$ cat src/sv/ggm_pkg.sv
// shared types and constants of the gated gain mixer
package ggm_pkg;

  // number of mixed sources and field widths
  localparam int SOURCES  = 4;
  localparam int SAMPLE_W = 16;
  localparam int GAIN_W   = 16;
  localparam int THR_W    = 11;

  // register map: one 32-bit word per register
  localparam int REG_COUNT = SOURCES + 3;
  localparam int ADDR_W    = $clog2(4 * REG_COUNT);
  localparam int IDX_W     = ADDR_W - 2;
  localparam int SEL_W     = (SOURCES > 1) ? $clog2(SOURCES) : 1;

  // register indexes past the gain registers
  localparam logic [IDX_W-1:0] REG_MUTE     = IDX_W'(SOURCES);
  localparam logic [IDX_W-1:0] REG_GATE_EN  = IDX_W'(SOURCES + 1);
  localparam logic [IDX_W-1:0] REG_GATE_THR = IDX_W'(SOURCES + 2);

  // q1.15 unity gain and int16 limits
  localparam logic [GAIN_W-1:0]          GAIN_UNITY = 16'h8000;
  localparam logic signed [SAMPLE_W-1:0] SAMPLE_MAX = 16'sh7fff;
  localparam logic signed [SAMPLE_W-1:0] SAMPLE_MIN = 16'sh8000;

  // configuration seen by the cells
  typedef struct packed {
    logic [SOURCES-1:0][GAIN_W-1:0] gain;
    logic [SOURCES-1:0]             mute;
    logic                           gate_en;
    logic [THR_W-1:0]               thr;
  } cfg_t;

  // one item on its way down the chain, with its running sum
  typedef struct packed {
    logic [SOURCES-1:0]               present;
    logic [SOURCES-1:0][SAMPLE_W-1:0] samples;
    logic [SAMPLE_W-1:0]              acc;
  } item_t;

endpackage

$ cat src/sv/ggm_regs.sv
// apb register file holding gains, mute mask and noise gate settings
module ggm_regs (
  input  logic                       clk,
  input  logic                       rst_n,
  input  logic                       psel,
  input  logic                       penable,
  input  logic                       pwrite,
  input  logic [ggm_pkg::ADDR_W-1:0] paddr,
  input  logic [31:0]                pwdata,
  output logic [31:0]                prdata,
  output ggm_pkg::cfg_t              cfg
);
  import ggm_pkg::*;

  logic [SOURCES-1:0][GAIN_W-1:0] gain_r;
  logic [SOURCES-1:0]             mute_r;
  logic                           gate_en_r;
  logic [THR_W-1:0]               thr_r;
  logic [IDX_W-1:0]               idx;
  logic                           wr_en;

  // word index and write strobe
  assign idx   = paddr[ADDR_W-1:2];
  assign wr_en = psel && penable && pwrite;

  // register writes
  always_ff @(posedge clk) begin
    if (!rst_n) begin
      for (int i = 0; i < SOURCES; i++) begin
        gain_r[i] <= GAIN_UNITY;
      end
      mute_r    <= '0;
      gate_en_r <= 1'b0;
      thr_r     <= '0;
    end else if (wr_en) begin
      priority if (idx < IDX_W'(SOURCES)) begin
        gain_r[idx[SEL_W-1:0]] <= pwdata[GAIN_W-1:0];
      end else if (idx == REG_MUTE) begin
        mute_r <= pwdata[SOURCES-1:0];
      end else if (idx == REG_GATE_EN) begin
        gate_en_r <= pwdata[0];
      end else if (idx == REG_GATE_THR) begin
        thr_r <= pwdata[THR_W-1:0];
      end
    end
  end

  // read mux
  always_comb begin
    priority if (idx < IDX_W'(SOURCES)) begin
      prdata = {{(32-GAIN_W){1'b0}}, gain_r[idx[SEL_W-1:0]]};
    end else if (idx == REG_MUTE) begin
      prdata = {{(32-SOURCES){1'b0}}, mute_r};
    end else if (idx == REG_GATE_EN) begin
      prdata = {31'd0, gate_en_r};
    end else if (idx == REG_GATE_THR) begin
      prdata = {{(32-THR_W){1'b0}}, thr_r};
    end else begin
      prdata = '0;
    end
  end

  assign cfg.gain    = gain_r;
  assign cfg.mute    = mute_r;
  assign cfg.gate_en = gate_en_r;
  assign cfg.thr     = thr_r;

  // writes land in the addressed register
  a_mute_wr: assert property (@(posedge clk) disable iff (!rst_n)
    wr_en && idx == REG_MUTE |=> mute_r == $past(pwdata[SOURCES-1:0]))
    else $error("mute mask write lost");

  a_gate_wr: assert property (@(posedge clk) disable iff (!rst_n)
    wr_en && idx == REG_GATE_EN |=> gate_en_r == $past(pwdata[0]))
    else $error("gate enable write lost");

  a_thr_hold: assert property (@(posedge clk) disable iff (!rst_n)
    !(wr_en && idx == REG_GATE_THR) |=> $stable(thr_r))
    else $error("threshold changed without a write");

endmodule

$ cat config.mk
export PLATFORM = sky130hd
export DESIGN_NAME = ggm_regs
export DESIGN_NICKNAME = d
export VERILOG_FILES = /design/src/sv/ggm_pkg.sv /design/src/sv/ggm_regs.sv
export SDC_FILE = /design/constraint.sdc
export NUM_CORES = 1
export LEC_CHECK = 0
export ABC_AREA = 1
export ABC_CLOCK_PERIOD_IN_PS = 1650
export BUFFER_PORTS_ARGS = -buffer_cell sky130_fd_sc_hd__buf_4
export CORE_MARGIN = 4
export CORE_UTILIZATION = 39
export CTS_CLUSTER_DIAMETER = 80
export DETAILED_ROUTE_END_ITERATION = 7
export HOLD_SLACK_MARGIN = 0.05
export MAX_ROUTING_LAYER = met4
export PLACE_DENSITY = 0.65
export SLEW_MARGIN = 5
export SYNTH_ARGS = -nofsm -noshare
export SYNTH_HDL_FRONTEND = slang
export SYNTH_SLANG_ARGS = --single-unit
$ cat constraint.sdc
create_clock -name clk -period 1.65 [get_ports clk]
set_input_delay 0.2475 -clock clk [delete_from_list [all_inputs] [get_ports clk]]
set_output_delay 0.2475 -clock clk [all_outputs]
set_load 0.01 [all_outputs]
# ---- After elaboration in Yosys (flattened, before gate mapping)
# Cells that the tools add are included.
dict set report word_totals {
  ff_bits 80
  latchBits 0
  mem_bits_rw 0
  mem_bits_ro 0
  inputBits 42
  word_cells 32
  mem_count 0
}
dict set report classes {
  n_addsub 0
  multipliers 0
  div_mod_pow 0
  order_cmp 3
  eq_ne 3
  n_shift 0
  muxes 9
  bitwise 3
  reduce_logical 7
}
# cell n
set ops {}
lappend ops {{bitwise mux 64 bit} 1}
lappend ops {{two-way mux 16 bit} 3}
lappend ops {{two-way mux 11 bit} 3}
lappend ops {{binary-select mux 16 bit (select 2 bit)} 1}
lappend ops {{demux 16 bit (select 2 bit)} 1}
lappend ops {{== test 3 bit, second input constant} 3}
lappend ops {{AND reduction 5 bit} 1}
lappend ops {{AND reduction 4 bit} 1}
lappend ops {{logical AND 1 bit} 3}
lappend ops {{less-than comparator 2 x 3 -> 1 bit, second input constant} 1}
lappend ops {{less-than comparator 3 bit, second input constant} 1}
lappend ops {{inverter 1 bit} 3}
lappend ops {{AND reduction 3 bit} 1}
lappend ops {{>= comparator 2 x 1 -> 1 bit, second input constant} 1}
lappend ops {{AND reduction 2 bit} 1}

# ---- Longest topological paths before layout
# Gate-level depths: netlist of the first run.
dict set report logic_depth {
  word_depth 5
  ltp_mapped 9
}

# ---- Least setup slack after synthesis of the first run
# No wires, ideal clock.
dict set report synth_timing {
  kind {input to output}
  startpoint {input paddr[3] in the netlist's numbering}
  endpoint {output prdata[11]}
  arrival_time_ps 1056
  required_time_ps 1402
  slack_ps 346
  path_stages 8
  path_buffers 2
  cell_sequence {buf_6 nand2_1 inv_1 buf_2 nand2_1 nand2_1 nor2_1 nor2_1}
}
dict set report synth_via {
  elab_chain_cells 3
  elab_cells_between_ends 4
}
# element line
set synth_lines {}
lappend synth_lines {{start, declared} ggm_regs.sv:8} ;# input logic [ggm_pkg::ADDR_W-1:0] paddr,
lappend synth_lines {{binary-select mux 16 bit (select 2 bit)} ggm_regs.sv:51} ;# prdata = {{(32-GAIN_W){1'b0}}, gain_r[idx[SEL_W-1:0]]};
lappend synth_lines {{two-way mux 16 bit (implied by the code)} ggm_regs.sv:51}
lappend synth_lines {{two-way mux 16 bit (*)} ggm_regs.sv:50} ;# priority if (idx < IDX_W'(SOURCES)) begin
lappend synth_lines {{end, declared} ggm_regs.sv:10} ;# output logic [31:0] prdata,
# Mark *: on every way between the ends. The rest lies on a longest branch, timed or not. The select of a mux whose other input is x is not followed.

# ---- Final worst setup path of the first run
dict set report layout_timing {
  startpoint {register gain_r, in the netlist cfg[74]}
  endpoint {output prdata[10]}
}
dict set report layout_via {
  elab_chain_cells 3
}
# element line
set layout_lines {}
lappend layout_lines {{start, declared} ggm_regs.sv:15} ;# logic [SOURCES-1:0][GAIN_W-1:0] gain_r;
lappend layout_lines {{start signal, assigned by index} ggm_regs.sv:37} ;# gain_r[idx[SEL_W-1:0]] <= pwdata[GAIN_W-1:0];
lappend layout_lines {{binary-select mux 16 bit (select 2 bit)} ggm_regs.sv:51}
lappend layout_lines {{two-way mux 16 bit (implied by the code)} ggm_regs.sv:51}
lappend layout_lines {{two-way mux 16 bit} ggm_regs.sv:50}
# No other way between the ends. The select of a mux whose other input is x is not followed.

==> impl_metrics.yaml, run 1 <==
route:
  vias: 4626
  ant_nets: 0
  first_pass_iteration_count_of_the_detailed_router: 5
  routed_wl_um: 13910
  drc: 0
  wl_per_cell_um: 14.64
  detail_route.vias_per_cell: 4.869
  detail_route.iter0.violations: 317
timing:
  rsz0062_at_grt: "false"
  maxClockFrequency_mhz: 644.4
  fin_crit_ps: 1552
  worst_clock_skew_ps: 0
  report.final.hold_viol_count: 0
  setup_viol: 0
  fin_setup_tns_ps: 0
  timing.final.max_slew_violations: 0
  period_share: 0.9405
  setup_ws_ps: 98.21
clocking:
  cts.sink_count: 80
  worst_setup_hold_path_clk_slew_ps: 90
  clockBufferDepth: 2
  clk_root_buffer_cell: "clkbuf_8"
  cts_tree: "yes"
  worst_skew_pair.late_latency_ps: 340
  cts_inserted_buffers: 9
  cts-hold-fix-buffers: 0
  htree_num_levels: 3
cells_and_area:
  area_growth_syn_to_layout_pct: 29.95
  area.sequential_um2: 1603
  final_layout_size_suffix_gt1_frac: 0.2260
  finalNetCount: 851
  instances_no_fill: 950
  finish.utilization: 0.5295
  multi_input_area_um2: 2275
  filler_cell_count: 1073
  antenna-diode-count: 0
power_and_ir_drop:
  power_switching_w: 0.001095
  sw_share: 0.2776
  power_leakage_nw: 2.772
  power-per-cell-area_nw_per_um2: 709.0
  pwr-share-comb: 0.137
  ir_drop_mv: 0.3725
  finalPower_w: 0.003945
  clkPwrFrac: 0.362
  internal_power_w: 0.002850
  power.sequential.fraction: 0.501
worst_setup_path:
  critical_path.cell_chain: "nand2_1 > nand2_1 > nand2_1 > nand2_1 > nand2_1 > nand2_1 > buf_4"
  critical_path.top_delay_family: "simple AND/OR/NAND/NOR gates"
  worstPathMaxFanout: 3
  critical_path_buffer_and_inverter_count: 1
  crit_slowest_cell: "dfxtp_1"
  criticalPathCategory: "register to output pin"
  cp_common_cell: "nand2_1"
  cp-start-kind: "register"
  critPathMaxStageDelay_ps: 390
  endpoint_kind: "output pin"
  worst_ep_arrival_time_ps: 1300
  critPathRequiredTime_ps: 1400
global_routing:
  grt_remaining_overflow: 0
  pin_count_of_the_biggest_net_entering_global_routing: 48
  first_pass_grt_wire_length_um: 22130
  grt.total_usage: 0.2212
  first_global_vias: 4242
  grt_antenna_before_repair: 0
yosys:
  synthesis.area_per_instance_um2: 6.178
  syn-cell-area_um2: 4282
  synth_top_cells_by_area: "dfxtp_1 37%, nand2_1 24%, nor2_1 15%"
  netlist_instances: 693
  portion_of_the_post_synthesis_area_used_by_sequential_elements: 0.3741
  yosys.area.top_type_share: 0.3741
  ys_types: 19
  yosys_register_bits: 80
  synth_area_leader_cell: "dfxtp_1"
  ys.warnings.count: 0
placement:
  place_worst_setup_slack_ps: 114.1
  placed_cell_count: 932
  buffer_ports.inserted: 119
  dp_hpwl_um: 10320
  globalplace.congestion: 0.9327
die:
  die-area_um2: 12720
  design.portCount: 154
  initial_core_util: 0.4074
  design.core.area_um2: 10510
  die_height_um: 112.8
  fp.dieW_um: 112.8
  placement_rows: 37
status:
  status: "completed"
min_path:
  hold_path.class: "input pin to register"
run:
  max_cap_viol_count: 0
## registers in the layout, summed over array words and instances, names as in the netlist
register   cells
cfg           64
gate_en_r      1
thr_r         11
mute_r         4
## synth_stat cells
cell,instances
nand3_1,13
buf_1,12
clkbuf_1,8
buf_2,16
nor2_2,4
inv_2,3
buf_4,23
nor2_8,1
nor2_1,166
clkinv_1,1
nand4_4,1
conb_1,1
nor2_4,5
inv_1,23
inv_4,1
nand4_1,60
buf_6,3
nand2_1,272
dfxtp_1,80
## logic make-up (layout without fill, tap and decap cells)
logic type             after synthesis  count (layout)  synth area share
buffers and inverters               90             196            0.1096
flip-flops                          80              80            0.3741
other                                1              16         0.0008758
AND/OR/NAND/NOR                    522             522            0.5155
## layer usage
layer,track usage,part of all wire,vias to the layer above
met3,0.04278,0.071,24
met2,0.3491,0.46,207
li1,-,-,2359
met4,0.07372,0.029,0
met5,-,0,-
met1,0.2851,0.44,2036
## power groups by stage
stage | sequential (W) | combinational [W] | clock, W
3_5_place_dp | 0.00202 | 0.000534 | 0
2_1_floorplan | 0.00203 | 0.000326 | 0
4_1_cts | 0.00198 | 0.000535 | 0.00146
5_1_grt | 0.00198 | 0.000596 | 0.00154
3_3_place_gp | 0.00202 | 0.000529 | 0
6_report | 0.00198 | 0.000542 | 0.00143
## cell type report
cell class | count | share of cell area
multi-input cells | 538 | 0.4088
inverters | 28 | 0.02001
flip-flops and latches | 80 | 0.2881
repair buffers | 152 | 0.2186
well taps | 136 | 0.03058
clock buffers | 11 | 0.02361
clock inverters | 5 | 0.01034
## final timing paths
| path | endpoint | cells past startpoint | start | slack, ps |
|---|---|---|---|---|
| min | cfg[63] | 3 | pwdata[15] | 170 |
| min reg2reg | cfg[77] | 2 | cfg[77] | 510 |
| max | prdata[10] | 7 | cfg[74] | 100 |
| max reg2reg | cfg[43] | 2 | cfg[43] | 1000 |
## cell usage in the layout, fill, tap and decap left out, drive strengths merged
master | Yosys | layout
nand2 | 272 | 272
nor2 | 176 | 176
buf | 54 | 152
dfxtp | 80 | 80
nand4 | 61 | 61
inv | 27 | 26
conb | 1 | 16
nand3 | 13 | 13
clkbuf | 8 | 11
clkinvlp | 0 | 4
clkinv | 1 | 2
bufinv | 0 | 1
## worst reg2reg max path: stages (launching register included)
cell and delay (ps):
dfxtp_1 410, nor2_1 70, nor2_1 110
## per-stage QoR
stage,instance area [um^2],hold slack (ps)
5_1_grt,5564,171.8
6_report,5564,172.7
3_5_place_dp,5355,481.9
4_1_cts,5544,157.7
3_3_place_gp,5355,485.3
2_1_floorplan,4338,401.6
## timing repair
| action | 4_1_cts | 5_1_grt |
|---|---|---|
| resized for setup | 0 | 2 |
| endpoints found under the setup margin | 0 | 6 |
| buffers inserted | 0 | 2 |
No activity file was read; power rests on OpenSTA's default activity.
==> run 2: changes to the inputs <==
Settings changed: CTS_BUF_LIST set to sky130_fd_sc_hd__clkbuf_16.
==> run 2 against run 1 <==
Routed wire length is 0.58% higher. Final cell count stayed put. Via count is 0.35% higher. Count of clock-buffer cells in the layout is 2 lower. Cell area is 1.9% higher. Die area stayed put. Flip-flop and latch count stayed put. Clock power is 36% higher. Hold slack better by 26 ps. Largest cell class unchanged. Largest power group unchanged. Highest routed layer unchanged.
==> impl_metrics.yaml, run 2 (synthesis results as in run 1) <==
route:
  detail_route.vias_per_cell: 4.886
  routed_wire_length_on_met2_um: 6426
  ant_nets: 0
  routed_wl_um: 13990
  wl_met3_um: 1039
  wl_per_cell_um: 14.73
  vias: 4642
  routedLengthMet1_um: 6048
  highest_layer: "met4"
  detail_route.iter0.violations: 317
  drc: 0
  first_pass_iteration_count_of_the_detailed_router: 5
clocking:
  cts_inserted_buffers: 9
  worst_skew_pair.late_latency_ps: 330
  clk_root_buffer_cell: "clkbuf_16"
  cts.sink_count: 80
  clockBufferDepth: 2
  cts_tree: "yes"
  cts-hold-fix-buffers: 0
  worst_setup_hold_path_clk_slew_ps: 60
  htree_num_levels: 3
worst_setup_path:
  criticalPathCategory: "input pin to output pin"
  endpoint_kind: "output pin"
  worst_ep_arrival_time_ps: 1280
  rr_worst_depth: 2
  reg2reg_slack_ps: 1010
  worstPathMaxFanout: 18
  critPathRequiredTime_ps: 1400
  rr_startpoint: "cfg[16]"
  timing.rr.end: "cfg[16]"
  cp-start-kind: "input pin"
  endpoint: "prdata[13]"
  crit_path_start: "paddr[3]"
timing:
  maxClockFrequency_mhz: 655.8
  worst_clock_skew_ps: 0
  report.final.hold_viol_count: 0
  period_share: 0.9242
  rsz0062_at_grt: "false"
  fin_crit_ps: 1525
  setup_viol: 0
  fin_setup_tns_ps: 0
  timing.final.max_slew_violations: 0
  setup_ws_ps: 125.1
run:
  max_cap_viol_count: 0
die:
  initial_core_util: 0.4074
  design.core.area_um2: 10510
  die-area_um2: 12720
  fp.dieW_um: 112.8
  design.portCount: 154
  placement_rows: 37
  die_height_um: 112.8
status:
  status: "completed"
cells_and_area:
  antenna-diode-count: 0
  finalNetCount: 851
  max_reg_flops: 64
  layout.cells.most_common: "nand2_1"
  commonest_cells_after_routing_fill_and_taps_aside: "272 x nand2_1, 165 x nor2_1, 145 x buf_4"
  final_layout_size_suffix_gt1_frac: 0.2248
  area_growth_syn_to_layout_pct: 32.38
  instances_no_fill: 950
power_and_ir_drop:
  power-per-cell-area_nw_per_um2: 787.9
  power.sequential.fraction: 0.443
  pwr-share-comb: 0.122
  internal_power_w: 0.003313
  ir_drop_mv: 0.5699
  clkPwrFrac: 0.435
  sw_share: 0.2581
  power_switching_w: 0.001152
  power_leakage_nw: 2.827
global_routing:
  grt_antenna_before_repair: 0
  first_pass_grt_wire_length_um: 22320
  pin_count_of_the_biggest_net_entering_global_routing: 48
  grt_remaining_overflow: 0
  first_global_vias: 4319
  grt.total_usage: 0.2235
min_path:
  worstHoldStart: "pwdata[15]"
  hold_path.class: "input pin to register"
placement:
  globalplace.congestion: 0.9327
  buffer_ports.inserted: 119
  placed_cell_count: 932
  dp_hpwl_um: 10320
  place_worst_setup_slack_ps: 114.1
-- run 2: how the worst min path moves through the flow --
| stage | end | slack (ps) | cells past startpoint |
|---|---|---|---|
| 5_1_grt | cfg[31] | 200 | 3 |
| 3_3_place_gp | cfg[31] | 490 | 2 |
| 2_1_floorplan | cfg[31] | 400 | 2 |
| 6_report | cfg[63] | 200 | 3 |
| 3_5_place_dp | cfg[79] | 480 | 2 |
| 4_1_cts | cfg[63] | 190 | 3 |
-- run 2: area by class of cell --
type                    count  area [um^2]
repair buffers            152         1220
well taps                 136        170.2
multi-input cells         538         2275
clock inverters             7        65.06
fillers                  1055         4841
inverters                  28        111.4
flip-flops and latches     80         1602
clock buffers               9        225.2
-- run 2: stage by stage --
| stage | hold WS [ps] | total power [W] | util | instance area [um^2] |
|---|---|---|---|---|
| after floorplan | 401.6 | 0.002353 | - | 4338 |
| after global placement | 485.3 | 0.002550 | 0.5096 | 5355 |
| after detailed placement | 481.9 | 0.002555 | 0.5096 | 5355 |
| after CTS | 185.8 | 0.004499 | 0.5372 | 5645 |
| after global routing | 204.5 | 0.004646 | 0.5394 | 5668 |
| final | 198.4 | 0.004466 | 0.5394 | 5668 |
-- run 2: power groups by stage --
stage                     clock (W)  combinational [W]  sequential (W)
after floorplan                   0           0.000326         0.00203
after global placement            0           0.000529         0.00202
after detailed placement          0           0.000534         0.00202
after CTS                   0.00198           0.000536         0.00198
after global routing        0.00207           0.000598         0.00198
final                       0.00194           0.000544         0.00198
-- run 2: timing repair --
action | in CTS | in global routing
setup buffers | 0 | 2
gates resized for setup | 0 | 2
setup endpoints to repair | 0 | 6
-- run 2: worst max-delay path, stage by stage --
cell	delay [ps]
buf_4	200
inv_1	90
nor2_2	160
buf_12	170
nand2_1	60
nand2_1	80
nor2_1	40
nor2_1	90
buf_4	130
-- run 2: layer usage --
metal  global-route usage  vias up
met3              0.04278       28
met4              0.08974        0
li1                     -     2362
met5                    -        -
met1               0.2851     2064
met2               0.3491      188
