<file path="config.mk">
export PLATFORM = sky130hd
export DESIGN_NAME = ggm_cell
export DESIGN_NICKNAME = d
export VERILOG_FILES = /design/src/sv/ggm_pkg.sv /design/src/sv/ggm_cell.sv
export SDC_FILE = /design/constraint.sdc
export NUM_CORES = 1
export LEC_CHECK = 0
export ABC_AREA = 0
export BUFFER_PORTS_ARGS = -buffer_cell sky130_fd_sc_hd__buf_2
export CORE_MARGIN = 3
export CORE_UTILIZATION = 25
export CTS_BUF_LIST = sky130_fd_sc_hd__clkbuf_8
export DETAILED_ROUTE_END_ITERATION = 6
export PLACE_DENSITY_LB_ADDON = 0.3
export SLEW_MARGIN = 20
export SYNTH_ARGS = -nofsm -noshare
export SYNTH_HDL_FRONTEND = slang
export SYNTH_SLANG_ARGS = --single-unit
</file>
<file path="constraint.sdc">
create_clock -name clk -period 17.48 [get_ports clk]
set_clock_uncertainty 0.15 [all_clocks]
set_input_delay 1.748 -clock clk [delete_from_list [all_inputs] [get_ports clk]]
set_output_delay 1.748 -clock clk [all_outputs]
set_load 0.005 [all_outputs]
</file>
<file path="src/sv/ggm_pkg.sv">
// shared types and constants of the gated gain mixer
package ggm_pkg;

  // number of mixed sources and field widths
  localparam int SOURCES  = 4;
  localparam int SAMPLE_W = 16;
  localparam int GAIN_W   = 16;
  localparam int THR_W    = 11;

  // register map: one 32-bit word per register
  localparam int REG_COUNT = SOURCES + 3;
  localparam int ADDR_W    = $clog2(4 * REG_COUNT);
  localparam int IDX_W     = ADDR_W - 2;
  localparam int SEL_W     = (SOURCES > 1) ? $clog2(SOURCES) : 1;

  // register indexes past the gain registers
  localparam logic [IDX_W-1:0] REG_MUTE     = IDX_W'(SOURCES);
  localparam logic [IDX_W-1:0] REG_GATE_EN  = IDX_W'(SOURCES + 1);
  localparam logic [IDX_W-1:0] REG_GATE_THR = IDX_W'(SOURCES + 2);

  // q1.15 unity gain and int16 limits
  localparam logic [GAIN_W-1:0]          GAIN_UNITY = 16'h8000;
  localparam logic signed [SAMPLE_W-1:0] SAMPLE_MAX = 16'sh7fff;
  localparam logic signed [SAMPLE_W-1:0] SAMPLE_MIN = 16'sh8000;

  // configuration seen by the cells
  typedef struct packed {
    logic [SOURCES-1:0][GAIN_W-1:0] gain;
    logic [SOURCES-1:0]             mute;
    logic                           gate_en;
    logic [THR_W-1:0]               thr;
  } cfg_t;

  // one item on its way down the chain, with its running sum
  typedef struct packed {
    logic [SOURCES-1:0]               present;
    logic [SOURCES-1:0][SAMPLE_W-1:0] samples;
    logic [SAMPLE_W-1:0]              acc;
  } item_t;

endpackage

</file>
<file path="src/sv/ggm_cell.sv">
// one mixer cell: gates and scales its source, adds it with saturation
module ggm_cell (
  input  logic                              clk,
  input  logic                              rst_n,
  input  logic                              up_valid,
  output logic                              up_ready,
  input  ggm_pkg::item_t                    up_item,
  output logic                              dn_valid,
  input  logic                              dn_ready,
  output ggm_pkg::item_t                    dn_item,
  input  logic signed [ggm_pkg::SAMPLE_W-1:0] sample,
  input  logic                              present,
  input  logic [ggm_pkg::GAIN_W-1:0]        gain,
  input  logic                              mute,
  input  logic                              gate_en,
  input  logic [ggm_pkg::THR_W-1:0]         thr
);
  import ggm_pkg::*;

  logic                       valid_r;
  item_t                      item_r;
  logic                       load;
  logic                       use_src;
  logic [SAMPLE_W:0]          mag;
  logic                       gated;
  logic signed [SAMPLE_W-1:0] s_g;
  logic [GAIN_W-1:0]          g_c;
  logic signed [GAIN_W:0]     g_s;
  logic signed [32:0]         prod;
  logic signed [32:0]         adj;
  logic signed [SAMPLE_W-1:0] scaled;
  logic signed [SAMPLE_W:0]   sum;
  logic [SAMPLE_W-1:0]        acc_nxt;

  // handshake with the neighbors
  assign up_ready = !valid_r || dn_ready;
  assign load     = up_valid && up_ready;
  assign use_src  = present && !mute;

  // noise gate on the magnitude, -32768 counts as 32768
  assign mag   = sample[SAMPLE_W-1] ? ((SAMPLE_W+1)'(0) - {sample[SAMPLE_W-1], sample})
                                    : {sample[SAMPLE_W-1], sample};
  assign gated = gate_en && (mag < {{(SAMPLE_W+1-THR_W){1'b0}}, thr});
  assign s_g   = gated ? '0 : sample;

  // gain clamped to unity, q1.15 product truncated toward zero
  assign g_c    = (gain > GAIN_UNITY) ? GAIN_UNITY : gain;
  assign g_s    = $signed({1'b0, g_c});
  assign prod   = s_g * g_s;
  assign adj    = prod[32] ? (prod + 33'sd32767) : prod;
  assign scaled = adj[30:15];

  // saturating add into the running sum
  always_comb begin
    sum = {up_item.acc[SAMPLE_W-1], up_item.acc} + {scaled[SAMPLE_W-1], scaled};
    if (!use_src) begin
      acc_nxt = up_item.acc;
    end else if (sum[SAMPLE_W] != sum[SAMPLE_W-1]) begin
      acc_nxt = sum[SAMPLE_W] ? SAMPLE_MIN : SAMPLE_MAX;
    end else begin
      acc_nxt = sum[SAMPLE_W-1:0];
    end
  end

  // stage register
  always_ff @(posedge clk) begin
    if (!rst_n) begin
      valid_r <= 1'b0;
    end else if (up_ready) begin
      valid_r <= up_valid;
    end
  end

  always_ff @(posedge clk) begin
    if (load) begin
      item_r.present <= up_item.present;
      item_r.samples <= up_item.samples;
      item_r.acc     <= acc_nxt;
    end
  end

  assign dn_valid = valid_r;
  assign dn_item  = item_r;

  // a blocked item holds its place
  a_hold: assert property (@(posedge clk) disable iff (!rst_n)
    valid_r && !dn_ready |=> valid_r && $stable(item_r))
    else $error("cell dropped or changed a blocked item");

  // a skipped source leaves the sum alone
  a_skip: assert property (@(posedge clk) disable iff (!rst_n)
    load && !use_src |=> item_r.acc == $past(up_item.acc))
    else $error("skipped source changed the sum");

  // a gated sample adds nothing
  a_gate: assert property (@(posedge clk) disable iff (!rst_n)
    load && use_src && gated |=> item_r.acc == $past(up_item.acc))
    else $error("gated sample changed the sum");

endmodule

</file>
After elaboration in Yosys (flattened, before gate mapping)
Index checks and enable logic that the tools add are counted.
Cells by class
  $add $sub $neg: 3
  multipliers: 1
  order comparisons: 2
  eq/ne operators: 1
  multiplexer cells: 7
  reductions and logical operators: 6
Operators by type and width (count)
  $mux W16: 5
  $mul A16 B17 Y33: 1
  $add A31 B16 Y31 const B: 1
  $mux W31: 1
  $add A16 B16 Y17: 1
  $lt A17 B11 Y1: 1
  $mux W17: 1
  $sub A1 B16 Y17 const A: 1
  $gt A16 B16 Y1 const B: 1
  $logic_and A1 B1 Y1: 3
  $logic_not A1 Y1: 2
  $logic_or A1 B1 Y1: 1
  $ne A1 B1 Y1: 1
Storage, ports and cells
  flip-flop bits (word level): 85
  output and inout port bits: 86
  word-level logic and storage cells: 27

Depth between registers and ports, before layout
Gate-level depths: netlist of run 1.
  word-level depth: 12
  gate-level depth with buffers: 52
  depth with buffers taken out: 47

Worst setup path after synthesis of run 1
No wires, ideal clock.
  path kind: input to register
  start point: in sample[0] (netlist name)
  end point: reg item_r, in the netlist dn_item[13], data pin
  library setup time: 0.268 ns
  arrival: 12.383 ns
  data required time: 17.062 ns
  slack: 4.679 ns
  stages on the path: 48
  cells stage by stage: inv_1 -> ha_1 -> or4b_1 -> buf_2 -> o41ai_1 -> xnor2_1 -> ha_1 -> nand3_1 -> a21oi_1 -> a211oi_1 -> nand4_1 -> or2_1 -> clkbuf_1 -> nand2_1 -> buf_2 -> nor2_1 -> fa_1 -> inv_1 -> (+12 left out) -> o211ai_1 -> or3b_2 -> nand3_1 -> o211a_4 -> and2_1 -> buf_6 -> nand2_1 -> xnor2_1 -> ha_1 -> o21a_1 -> o21a_1 -> o21ai_0 -> o31ai_1 -> a2111oi_0 -> a211oi_1 -> nor2_1 -> o21ai_0 -> o21ai_0
Between the ends
  longest elaborated chain between the ends: 12
RTL lines
  start: declaration: line ggm_cell.sv:11  | input logic signed [ggm_pkg::SAMPLE_W-1:0] sample,
  $sub A1 B16 Y17: line ggm_cell.sv:41  | assign mag = sample[SAMPLE_W-1] ? ((SAMPLE_W+1)'(0) - {sample[SAMPLE_W-1], sample})
  $mux W17: line ggm_cell.sv:41
  $lt A17 B11 Y1: line ggm_cell.sv:43  | assign gated = gate_en && (mag < {{(SAMPLE_W+1-THR_W){1'b0}}, thr});
  $logic_and A1 B1 Y1: line ggm_cell.sv:43
  $mux W16 (*): line ggm_cell.sv:44  | assign s_g = gated ? '0 : sample;
  $mul A16 B17 Y33 (*): line ggm_cell.sv:49  | assign prod = s_g * g_s;
  $add A31 B16 Y31: line ggm_cell.sv:50  | assign adj = prod[32] ? (prod + 33'sd32767) : prod;
  $mux W31 (*): line ggm_cell.sv:50
  $add A16 B16 Y17 (*): line ggm_cell.sv:55  | sum = {up_item.acc[SAMPLE_W-1], up_item.acc} + {scaled[SAMPLE_W-1], scaled};
  $mux W16 / $ne A1 B1 Y1 (equally long branches): line ggm_cell.sv:59, ggm_cell.sv:58
  $mux W16 (*): line ggm_cell.sv:58  | end else if (sum[SAMPLE_W] != sum[SAMPLE_W-1]) begin
  $mux W16 (*): line ggm_cell.sv:56  | if (!use_src) begin
  net acc_nxt[13]: line ggm_cell.sv:33  | logic [SAMPLE_W-1:0] acc_nxt;
  end: declaration: line ggm_cell.sv:21  | item_t item_r;
The timed path passes the listed nets; every way through them passes the cells marked *.
A chain may end at the register's enable or synchronous reset.

Worst setup path in the final report of run 1
Same ends and word-level chain as after synthesis.

==> metrics.cfg, run 1 <==
[layout]
drive_gt1_share_pct = 14.9
fill_cells = 5725
syn2layout_area_growth_pct = 14.4
diodes = 0
final_nets = 2171

[logic_synthesis]
yosysTopAreaCellShare_pct = 28.6
ys_warn_count = 0
ys.flop_type = edfxtp_1
synthCells = 1514
ys_ff_latch = 85
synth_area_per_cell_sq_um = 9.03
syn-num-nets = 1994
ys_types = 76
synth-edff-count = 84
yosys.area.top_type = fa_1
synthArstFlopShare_pct = 0
synth_seq_area_share_pct = 18.6
synthTopCellsByArea = fa_1 (29%), edfxtp_1 (18%), ha_1 (14%), inv_1 (7.2%), nand2_1 (5.2%)
synth_area_sq_um = 13700

[clock_network]
cts_max_level = 3
cts.repair.resized = 0
cts_tree = yes
ctsLongestPathBuffers = 2
post_cts_buffers = 0
numCtsBuffers = 9
clk_latency_ns = 0.36
hold_buffers = 0
clkTransAtPathRegs_ns = 0.09
cts.sinks = 85
root_buffer = clkbuf_8

[worst_setup_path]
path_buf_inv = 7
cp_top_family = adder cells
cp_data_required_time_ns = 17.41
r2r.worst_path.cells = 3
r2r_start = dn_valid
critical_path.max_fanout = 32
rr_endpoint = dn_item[46]
cp.arrival_ns = 14.50
r2r_slack_ns = 15.58
cpMaxStageDelayCell = or2_1
cp_slowest_stage_delay_ns = 0.69
worstSetupEndpointType = flop
crit_type = in2reg
worstSetupStartpointType = primary input

[floorplanning]
die_area_sq_um = 57500
pin_count = 220
dieHeight_microns = 240
core_area_sq_um = 53900
die_w_microns = 240
rows = 85
initial_core_util_pct = 25.4

[placed_design]
place_ws_ns = 2.70
hpwl_microns = 33400
io_buffers = 219
place.gp.congestion = 0.889

[hold_path]
hp-class = reg2reg
hp-start = dn_valid
hold_depth = 2
whs_endpoint = dn_valid

[sta]
maxSlewViolCount = 0
worst_pin_slew_ns = 1.04
setup_violations = 0
hold_ws_ns = 0.387
setup_slack_ns = 2.91
slew_headroom_pct = 31.0
period_share_pct = 83.4
hold_violations = 0
max_clock_freq_mhz = 68.6
min_period_ns = 14.57
fin_tns_setup_ns = 0
grt_setup_unrepaired = no

[pwr]
vdd_drop_max_mv = 0.215
powerDensity_nw_per_um2 = 203
combinationalPowerShare_pct = 86.7
p_int_uw = 1500
switching_power_uw = 1670
clkPwrFrac_pct = 4.8
p_seq_share_pct = 8.5
fin_total_pwr_uw = 3170
swShare_pct = 52.6
leakage_uw = 0.00753

[global_route]
antenna_found_initial = 1
grt_usage_pct = 13.7
grt_overflow_total = 0
grt_max_degree = 85
grt_pass1_wl_microns = 62700
grt_pass1_vias = 11500

[detailed_routing]
wire_per_inst_microns = 16.5
routed_wirelength_microns = 39600
via_per_inst = 4.60
drtPass1Iterations = 5
initialDrtViolationCount = 611
antenna_left = 0
dr_total_vias = 11000
drc = 0

[job]
cap_viol_max_count = 0

[status]
status = completed

[worst max path at each step]
stage | cells past startpoint | from | to | slack, ns
final | 45 | sample[0] | dn_item[13] | 2.91
after global routing | 44 | sample[0] | dn_item[13] | 1.86
after detailed placement | 45 | sample[0] | dn_item[13] | 2.70
after global placement | 45 | sample[0] | dn_item[13] | 3.14
after floorplan | 48 | sample[0] | dn_item[13] | 4.68
after CTS | 45 | sample[0] | dn_item[13] | 3.09
[Yosys cell counts (all sizes together) (4+ instances only)]
master	instances
inv	265
a21boi	5
a31oi	6
clkbuf	30
nand3	19
a21o	9
ha	151
and3	11
nor2	179
a211o	5
xnor2	44
xor2	10
o21bai	5
and2	25
maj3	4
nor3	12
o21ai	51
nand2	188
a21oi	45
nand2b	15
o31ai	7
nor4	6
buf	24
a211oi	12
o211ai	4
fa	195
or2	6
nor2b	20
o21a	11
and4	4
edfxtp	84
nand4	13
[cells in the final DEF (no fill, tap or decap), types with 15 or more instances in the layout]
| cell | Yosys | routed |
|---|---|---|
| inv_1 | 264 | 265 |
| buf_2 | 13 | 219 |
| fa_1 | 195 | 195 |
| nand2_1 | 188 | 188 |
| nor2_1 | 178 | 178 |
| ha_1 | 151 | 151 |
| edfxtp_1 | 84 | 84 |
| o21ai_0 | 48 | 48 |
| a21oi_1 | 45 | 45 |
| xnor2_1 | 44 | 44 |
| and2_1 | 25 | 24 |
| nor2b_1 | 20 | 20 |
| nand3_1 | 19 | 19 |
| nand2b_1 | 15 | 15 |
[tightest hold or removal path, delay by kind of cell (launching register included)]
| kind | cells | cell delay (ns) |
|---|---|---|
| flip-flops | 1 | 0.32 |
| AO/OA/AOI/OAI | 1 | 0.09 |
| AND/OR/NAND/NOR | 1 | 0.09 |
[logic make-up (layout without fill, tap and decap cells)]
| kind of cell | after synthesis | count (layout) | share of synthesized area, % |
|---|---|---|---|
| mux | 2 | 2 | 0.146 |
| xor+xnor | 54 | 54 | 3.46 |
| buf+inv | 320 | 502 | 9.02 |
| simple gates | 514 | 514 | 16.9 |
| compound gates | 189 | 189 | 9.19 |
| fa+ha+maj | 350 | 350 | 42.7 |
| flops | 85 | 85 | 18.6 |
[through the flow]
stage          cell area (sq um)  utilization (%)  cells
6_report                   15600             29.0   2392
3_3_place_gp               15400             28.6   2376
2_1_floorplan              13700                -   1514
3_5_place_dp               15400             28.6   2376
4_1_cts                    15600             29.0   2392
5_1_grt                    15600             29.0   2392
[layer usage]
| metal | wire length, microns | track usage, % | up-vias | part of all wire (%) |
|---|---|---|---|---|
| met3 | 3460 | 2.43 | 64 | 8.8 |
| met2 | 17000 | 22.0 | 496 | 43 |
| li1 | - | - | 5231 | - |
| met4 | 1180 | 4.57 | 2 | 3.0 |
| met5 | 13 | 0 | - | 0.033 |
| met1 | 17900 | 18.7 | 5208 | 45 |
[final cells by class]
type | count | area, sq um | area share, %
multi-input combinational | 1109 | 9900 | 63.3
sequential | 85 | 2540 | 16.3
timing repair buffer | 220 | 1100 | 7.06
inverter | 266 | 998 | 6.39
tap | 696 | 871 | 5.57
clock buffer | 9 | 124 | 0.792
clock inverter | 7 | 96.3 | 0.616
[sequential cells by signal (all words and copies together) (netlist names)]
name / cells
dn_item: 84
dn_valid: 1
[power groups by stage]
stage | combinational, uW | sequential (uW) | clock, uW
6_report | 2750 | 270 | 151
5_1_grt | 3140 | 273 | 164
4_1_cts | 2760 | 271 | 158
3_3_place_gp | 2730 | 275 | 0
2_1_floorplan | 2150 | 278 | 0
3_5_place_dp | 2740 | 276 | 0
Power figures use the tool's default switching activity.
==> run 2: changes to the inputs <==
--- a/config.mk
+++ b/config.mk
@@ -5,7 +5,7 @@
 export SDC_FILE = /design/constraint.sdc
 export NUM_CORES = 1
 export LEC_CHECK = 0
-export ABC_AREA = 0
+export ABC_AREA = 1
 export BUFFER_PORTS_ARGS = -buffer_cell sky130_fd_sc_hd__buf_2
 export CORE_MARGIN = 3
 export CORE_UTILIZATION = 25
==> constraint.sdc (replaced) <==
create_clock -name clk -period 12.7 [get_ports clk]
set_clock_uncertainty 0.15 [all_clocks]
set_input_delay 1.27 -clock clk [delete_from_list [all_inputs] [get_ports clk]]
set_output_delay 1.27 -clock clk [all_outputs]
set_load 0.005 [all_outputs]
==> metrics.cfg, run 2 <==
[status]
status = completed

[clock_network]
clk_latency_ns = 0.34  ; -0.02 ns
cts_tree = yes
cts_max_level = 3  ; unchanged
cts.repair.resized = 0  ; unchanged
cts.sinks = 85  ; unchanged
post_cts_buffers = 0  ; unchanged
hold_buffers = 0  ; unchanged
ctsLongestPathBuffers = 2  ; unchanged
clkTransAtPathRegs_ns = 0.08  ; about the same
root_buffer = clkbuf_8
numCtsBuffers = 9  ; unchanged

[worst_setup_path]
cp.arrival_ns = 11.70  ; -2.80 ns
worstSetupEndpointType = flop
cpMostUsedCell = nand2_1
worstSetupStartpointType = primary input
cpMaxStageDelayCell = fa_1
cp_data_required_time_ns = 12.62  ; -4.79 ns
crit_type = in2reg
cp_slowest_stage_delay_ns = 0.54  ; -0.15 ns
critical_path.max_fanout = 21  ; -34%

[job]
cap_viol_max_count = 0  ; unchanged

[placed_design]
io_buffers = 219  ; unchanged
hpwl_microns = 37700  ; +13%
place.gp.congestion = 0.926  ; +4.2%

[sta]
fin_tns_setup_ns = 0  ; unchanged
hold_violations = 0  ; unchanged
grt_setup_unrepaired = no
slew_headroom_pct = 29.5  ; -1.5 points
worst_pin_slew_ns = 1.06  ; +0.0222 ns
max_clock_freq_mhz = 84.9
setup_violations = 0  ; unchanged
min_period_ns = 11.78
period_share_pct = 92.7
maxSlewViolCount = 0  ; unchanged

[detailed_routing]
via_per_inst = 4.48  ; -2.7%
drtPass1Iterations = 5  ; unchanged
initialDrtViolationCount = 736  ; +20%
wire_per_inst_microns = 15.6  ; -5.4%
routed_wirelength_microns = 44200  ; +12%
drc = 0  ; unchanged
dr_total_vias = 12600  ; +15%
antenna_left = 0  ; unchanged

[floorplanning]
dieHeight_microns = 247  ; +2.8%
pin_count = 220  ; unchanged
die_area_sq_um = 60800  ; +5.7%
die_w_microns = 247  ; +2.8%
rows = 87  ; +2.4%
core_area_sq_um = 56800  ; +5.4%
initial_core_util_pct = 25.5  ; +0.12 points

[logic_synthesis]
syn-num-nets = 2324  ; +17%
ys.flop_type = edfxtp_1
yosys.area.top_type = fa_1
yosysTopAreaCellShare_pct = 27.0  ; -1.6 points
synthCells = 1844  ; +22%
synth_area_sq_um = 14500  ; +5.9%
ys_ff_latch = 85  ; unchanged
synth_commonest_cells = nand2_1 (426), inv_1 (407), nor2_1 (239)
synthTopCellsByArea = fa_1 (27%), edfxtp_1 (17%), ha_1 (13%), nand2_1 (11%), inv_1 (11%)
synth-edff-count = 84  ; unchanged
post-synth-top-count-cell = nand2_1
synthArstFlopShare_pct = 0  ; unchanged
ys_warn_count = 0  ; unchanged
synth_area_per_cell_sq_um = 7.85  ; -13%
synth_seq_area_share_pct = 17.6  ; -1.0 points
ys_types = 44  ; -42%

[layout]
final_nets = 2544  ; +17%
largest_register_ffs = 84  ; unchanged
syn2layout_area_growth_pct = 15.3
drive_gt1_share_pct = 15.6  ; +0.65 points
final_cell_mix = nand2_1 (426), inv_1 (407), nor2_1 (239)
diodes = 0  ; unchanged
layout_commonest_cell = nand2_1

[global_route]
grt_overflow_total = 0  ; unchanged
grt_pass1_vias = 13200  ; +15%
antenna_found_initial = 0  ; -1
grt_max_degree = 85  ; unchanged
grt_usage_pct = 14.7  ; +0.97 points
grt_pass1_wl_microns = 70200  ; +12%

[hold_path]
hp-class = reg2reg

-- run 2: critical path, delay by kind of cell --
kind            cells  cell delay (ns)
compound gates      7             1.05
buf+inv            11             1.45
xor+xnor            3             0.61
simple gates       23             2.88
fa+ha+maj          11             4.40
-- run 2: path summary, 6_finish.rpt --
check	start	end	slack, ns	depth (start not counted)
max reg2reg	dn_valid	dn_item[66]	10.81	2
max	sample[0]	dn_item[3]	0.92	55
min reg2reg	dn_valid	dn_valid	0.42	2
min	dn_valid	dn_valid	0.42	2
-- run 2: cell type report --
class                      count  area, sq um
clock inverter                 7         56.3
fill                        6214        40100
timing repair buffer         234         1210
multi-input combinational   1313        10200
tap                          756          946
clock buffer                   9          124
sequential                    85         2540
inverter                     421         1580
-- run 2: cell families after synthesis --
group                      synth area share, %
buffers and inverters                     11.8
and+or+nand+nor                           24.0
adders and majority gates                 40.0
xor gates and xnor gates                  2.65
AOI/OAI and AO/OA                         3.93
DFF                                       17.6
-- run 2: through the flow --
step	cell area (sq um)	util [%]	cells	hold WS [ns]	setup WS (ns)
floorplan	14500	-	1844	0.373	1.95
global placement	16500	29.0	2809	0.377	0.806
global route	16700	29.4	2825	0.464	0.0171
detailed placement	16500	29.0	2809	0.414	0.620
finish	16700	29.4	2825	0.419	0.922
CTS	16700	29.4	2825	0.427	0.992
-- run 2: layer usage --
layer  GRT usage, %  vias up  routed length, microns
met4           3.88        0                    1080
li1               -     6037                       -
met2           25.6      380                   21300
met1           18.6     6181                   18900
met3           2.51       49                    2910
met5              0        -                       0
Power of run 2 is left out: the tool's default activity adds up to more than one toggle a clock period on the data nets, which glitch-free logic cannot reach.
==> run 3: changes to the inputs <==
==> constraint.sdc (replaced) <==
create_clock -name clk -period 12.7 [get_ports clk]
set_clock_uncertainty 0.15 [all_clocks]
set_input_delay 3.81 -clock clk [delete_from_list [all_inputs] [get_ports clk]]
set_output_delay 3.81 -clock clk [all_outputs]
set_load 0.005 [all_outputs]
==> metrics.cfg, run 3 (synthesis gave the netlist of run 2 again) <==
[global_route]
antenna_found_initial = 1  ; +1
grt_pass1_vias = 14600  ; +10%
grt_max_degree = 85  ; unchanged
grt_pass1_wl_microns = 74900  ; +6.8%
grt_overflow_total = 0  ; unchanged
grt_usage_pct = 15.4  ; +0.75 points

[worst_setup_path]
worstSetupStartpointType = primary input
cp.arrival_ns = 12.89  ; +1.19 ns
worstSetupEndpointType = flop
crit_type = in2reg
cp_data_required_time_ns = 12.66  ; +0.04 ns
cpMaxStageDelayCell = fa_1
cp_slowest_stage_delay_ns = 0.56  ; +0.02 ns
cpMostUsedCell = nand2_1
critical_path.max_fanout = 8  ; -62%

[floorplanning]
dieHeight_microns = 247  ; unchanged
die_w_microns = 247  ; unchanged
initial_core_util_pct = 25.5  ; unchanged
rows = 87  ; unchanged
die_area_sq_um = 60800  ; unchanged
pin_count = 220  ; unchanged
core_area_sq_um = 56800  ; unchanged

[detailed_routing]
antenna_left = 0  ; unchanged
drtPass1Iterations = 5  ; unchanged
via_per_inst = 4.32  ; -3.5%
wire_per_inst_microns = 14.7  ; -5.9%
drc = 0  ; unchanged
dr_total_vias = 13600  ; +7.4%
routed_wirelength_microns = 46300  ; +4.7%
initialDrtViolationCount = 663  ; -9.9%

[clock_network]
cts_tree = yes
cts.sinks = 85  ; unchanged
numCtsBuffers = 9  ; unchanged
clkTransAtPathRegs_ns = 0.09  ; about the same
root_buffer = clkbuf_8
hold_buffers = 0  ; unchanged
ctsLongestPathBuffers = 2  ; unchanged
cts_max_level = 3  ; unchanged
clk_latency_ns = 0.35  ; about the same

[hold_path]
hp-class = reg2reg

[sta]
max_clock_freq_mhz = 77.3  ; -8.9%
maxSlewViolCount = 0  ; unchanged
slew_headroom_pct = 29.8  ; +0.30 points
min_period_ns = 12.93  ; +1.15 ns
setup_slack_ns = -0.231  ; -1.15 ns
setup_violations = 15  ; +15
period_share_pct = 102  ; +9.1 points
hold_violations = 0  ; unchanged
worst_pin_slew_ns = 1.05  ; -0.00450 ns
grt_setup_unrepaired = yes

[layout]
drive_gt1_share_pct = 36.4  ; +21 points
layout_commonest_cell = inv_1
largest_register_ffs = 84  ; unchanged
syn2layout_area_growth_pct = 41.1
final_cell_mix = inv_1 (369), nand2_1 (347), buf_4 (313)
final_nets = 2862  ; +13%

[placed_design]
hpwl_microns = 40000  ; +6.1%
io_buffers = 219  ; unchanged
place.gp.congestion = 0.909  ; -1.8%
place_ws_ns = -1.11  ; -1.73 ns

[status]
status = finished with violations
violations = setup timing

[job]
cap_viol_max_count = 0  ; unchanged

## run 3: changes by cell type in the layout (fill, tap and decap cells not counted), moves of 12 or more
| cell | change |
|---|---|
| a21oi_1 | -24 |
| a21oi_2 | +21 |
| buf_4 | +298 |
| fa_1 | -12 |
| fa_2 | +12 |
| ha_1 | -24 |
| ha_4 | +24 |
| inv_1 | -38 |
| inv_2 | +31 |
| nand2_1 | -79 |
| nand2_2 | +55 |
| nand2_4 | +20 |
| nor2_1 | -26 |
| nor2_2 | +15 |
## run 3: path summary, 6_finish.rpt
path / startpoint / endpoint / slack [ns] / depth (start not counted)
min reg2reg: dn_valid / dn_valid / 0.41 / 2
min: dn_valid / dn_valid / 0.41 / 2
max reg2reg: dn_valid / dn_item[43] / 10.83 / 2
max: sample[0] / dn_item[4] / -0.23 / 57
## run 3: timing repair
item,CTS,global route
endpoints found under the setup margin,16,16
pin swaps,115,58
cloned,2,0
gates resized for setup,178,59
setup buffers,36,12
## run 3: per-layer routing
metal / up-vias / track usage, % / wire, microns
li1: 6677 / - / -
met1: 6543 / 19.7 / 20200
met2: 310 / 28.1 / 23200
met3: 52 / 1.48 / 2110
met4: 2 / 3.19 / 774
met5: - / 0 / 19
## run 3: area by class of cell
| cell class | instances | area [sq um] |
|---|---|---|
| inverter | 421 | 1640 |
| fill | 5907 | 36400 |
| antenna | 1 | 2.50 |
| sequential | 85 | 2540 |
| tap | 756 | 946 |
| timing repair buffer | 551 | 3780 |
| multi-input combinational | 1314 | 11300 |
| clock buffer | 9 | 124 |
| clock inverter | 7 | 57.6 |
## run 3: critical path, delay by kind of cell
| kind | cells | cell delay [ns] |
|---|---|---|
| adders and majority gates | 10 | 3.87 |
| and+or+nand+nor | 23 | 2.08 |
| buffers and inverters | 14 | 1.52 |
| xor gates and xnor gates | 2 | 0.40 |
| AOI/OAI and AO/OA | 8 | 1.22 |
## run 3: per-stage QoR
| step | utilization, % | hold slack, ns | cell area [sq um] | setup TNS [ns] | cells |
|---|---|---|---|---|---|
| final | 35.9 | 0.412 | 20400 | -2.94 | 3144 |
| after CTS | 35.3 | 0.419 | 20100 | -0.932 | 3131 |
| after floorplan | - | 0.373 | 14900 | -0.428 | 1844 |
| after global placement | 33.2 | 0.374 | 18900 | -16.09 | 3077 |
| after detailed placement | 33.2 | 0.407 | 18900 | -17.20 | 3077 |
| after global routing | 35.9 | 0.440 | 20400 | -10.48 | 3143 |
Power of run 3 is left out for the same reason.
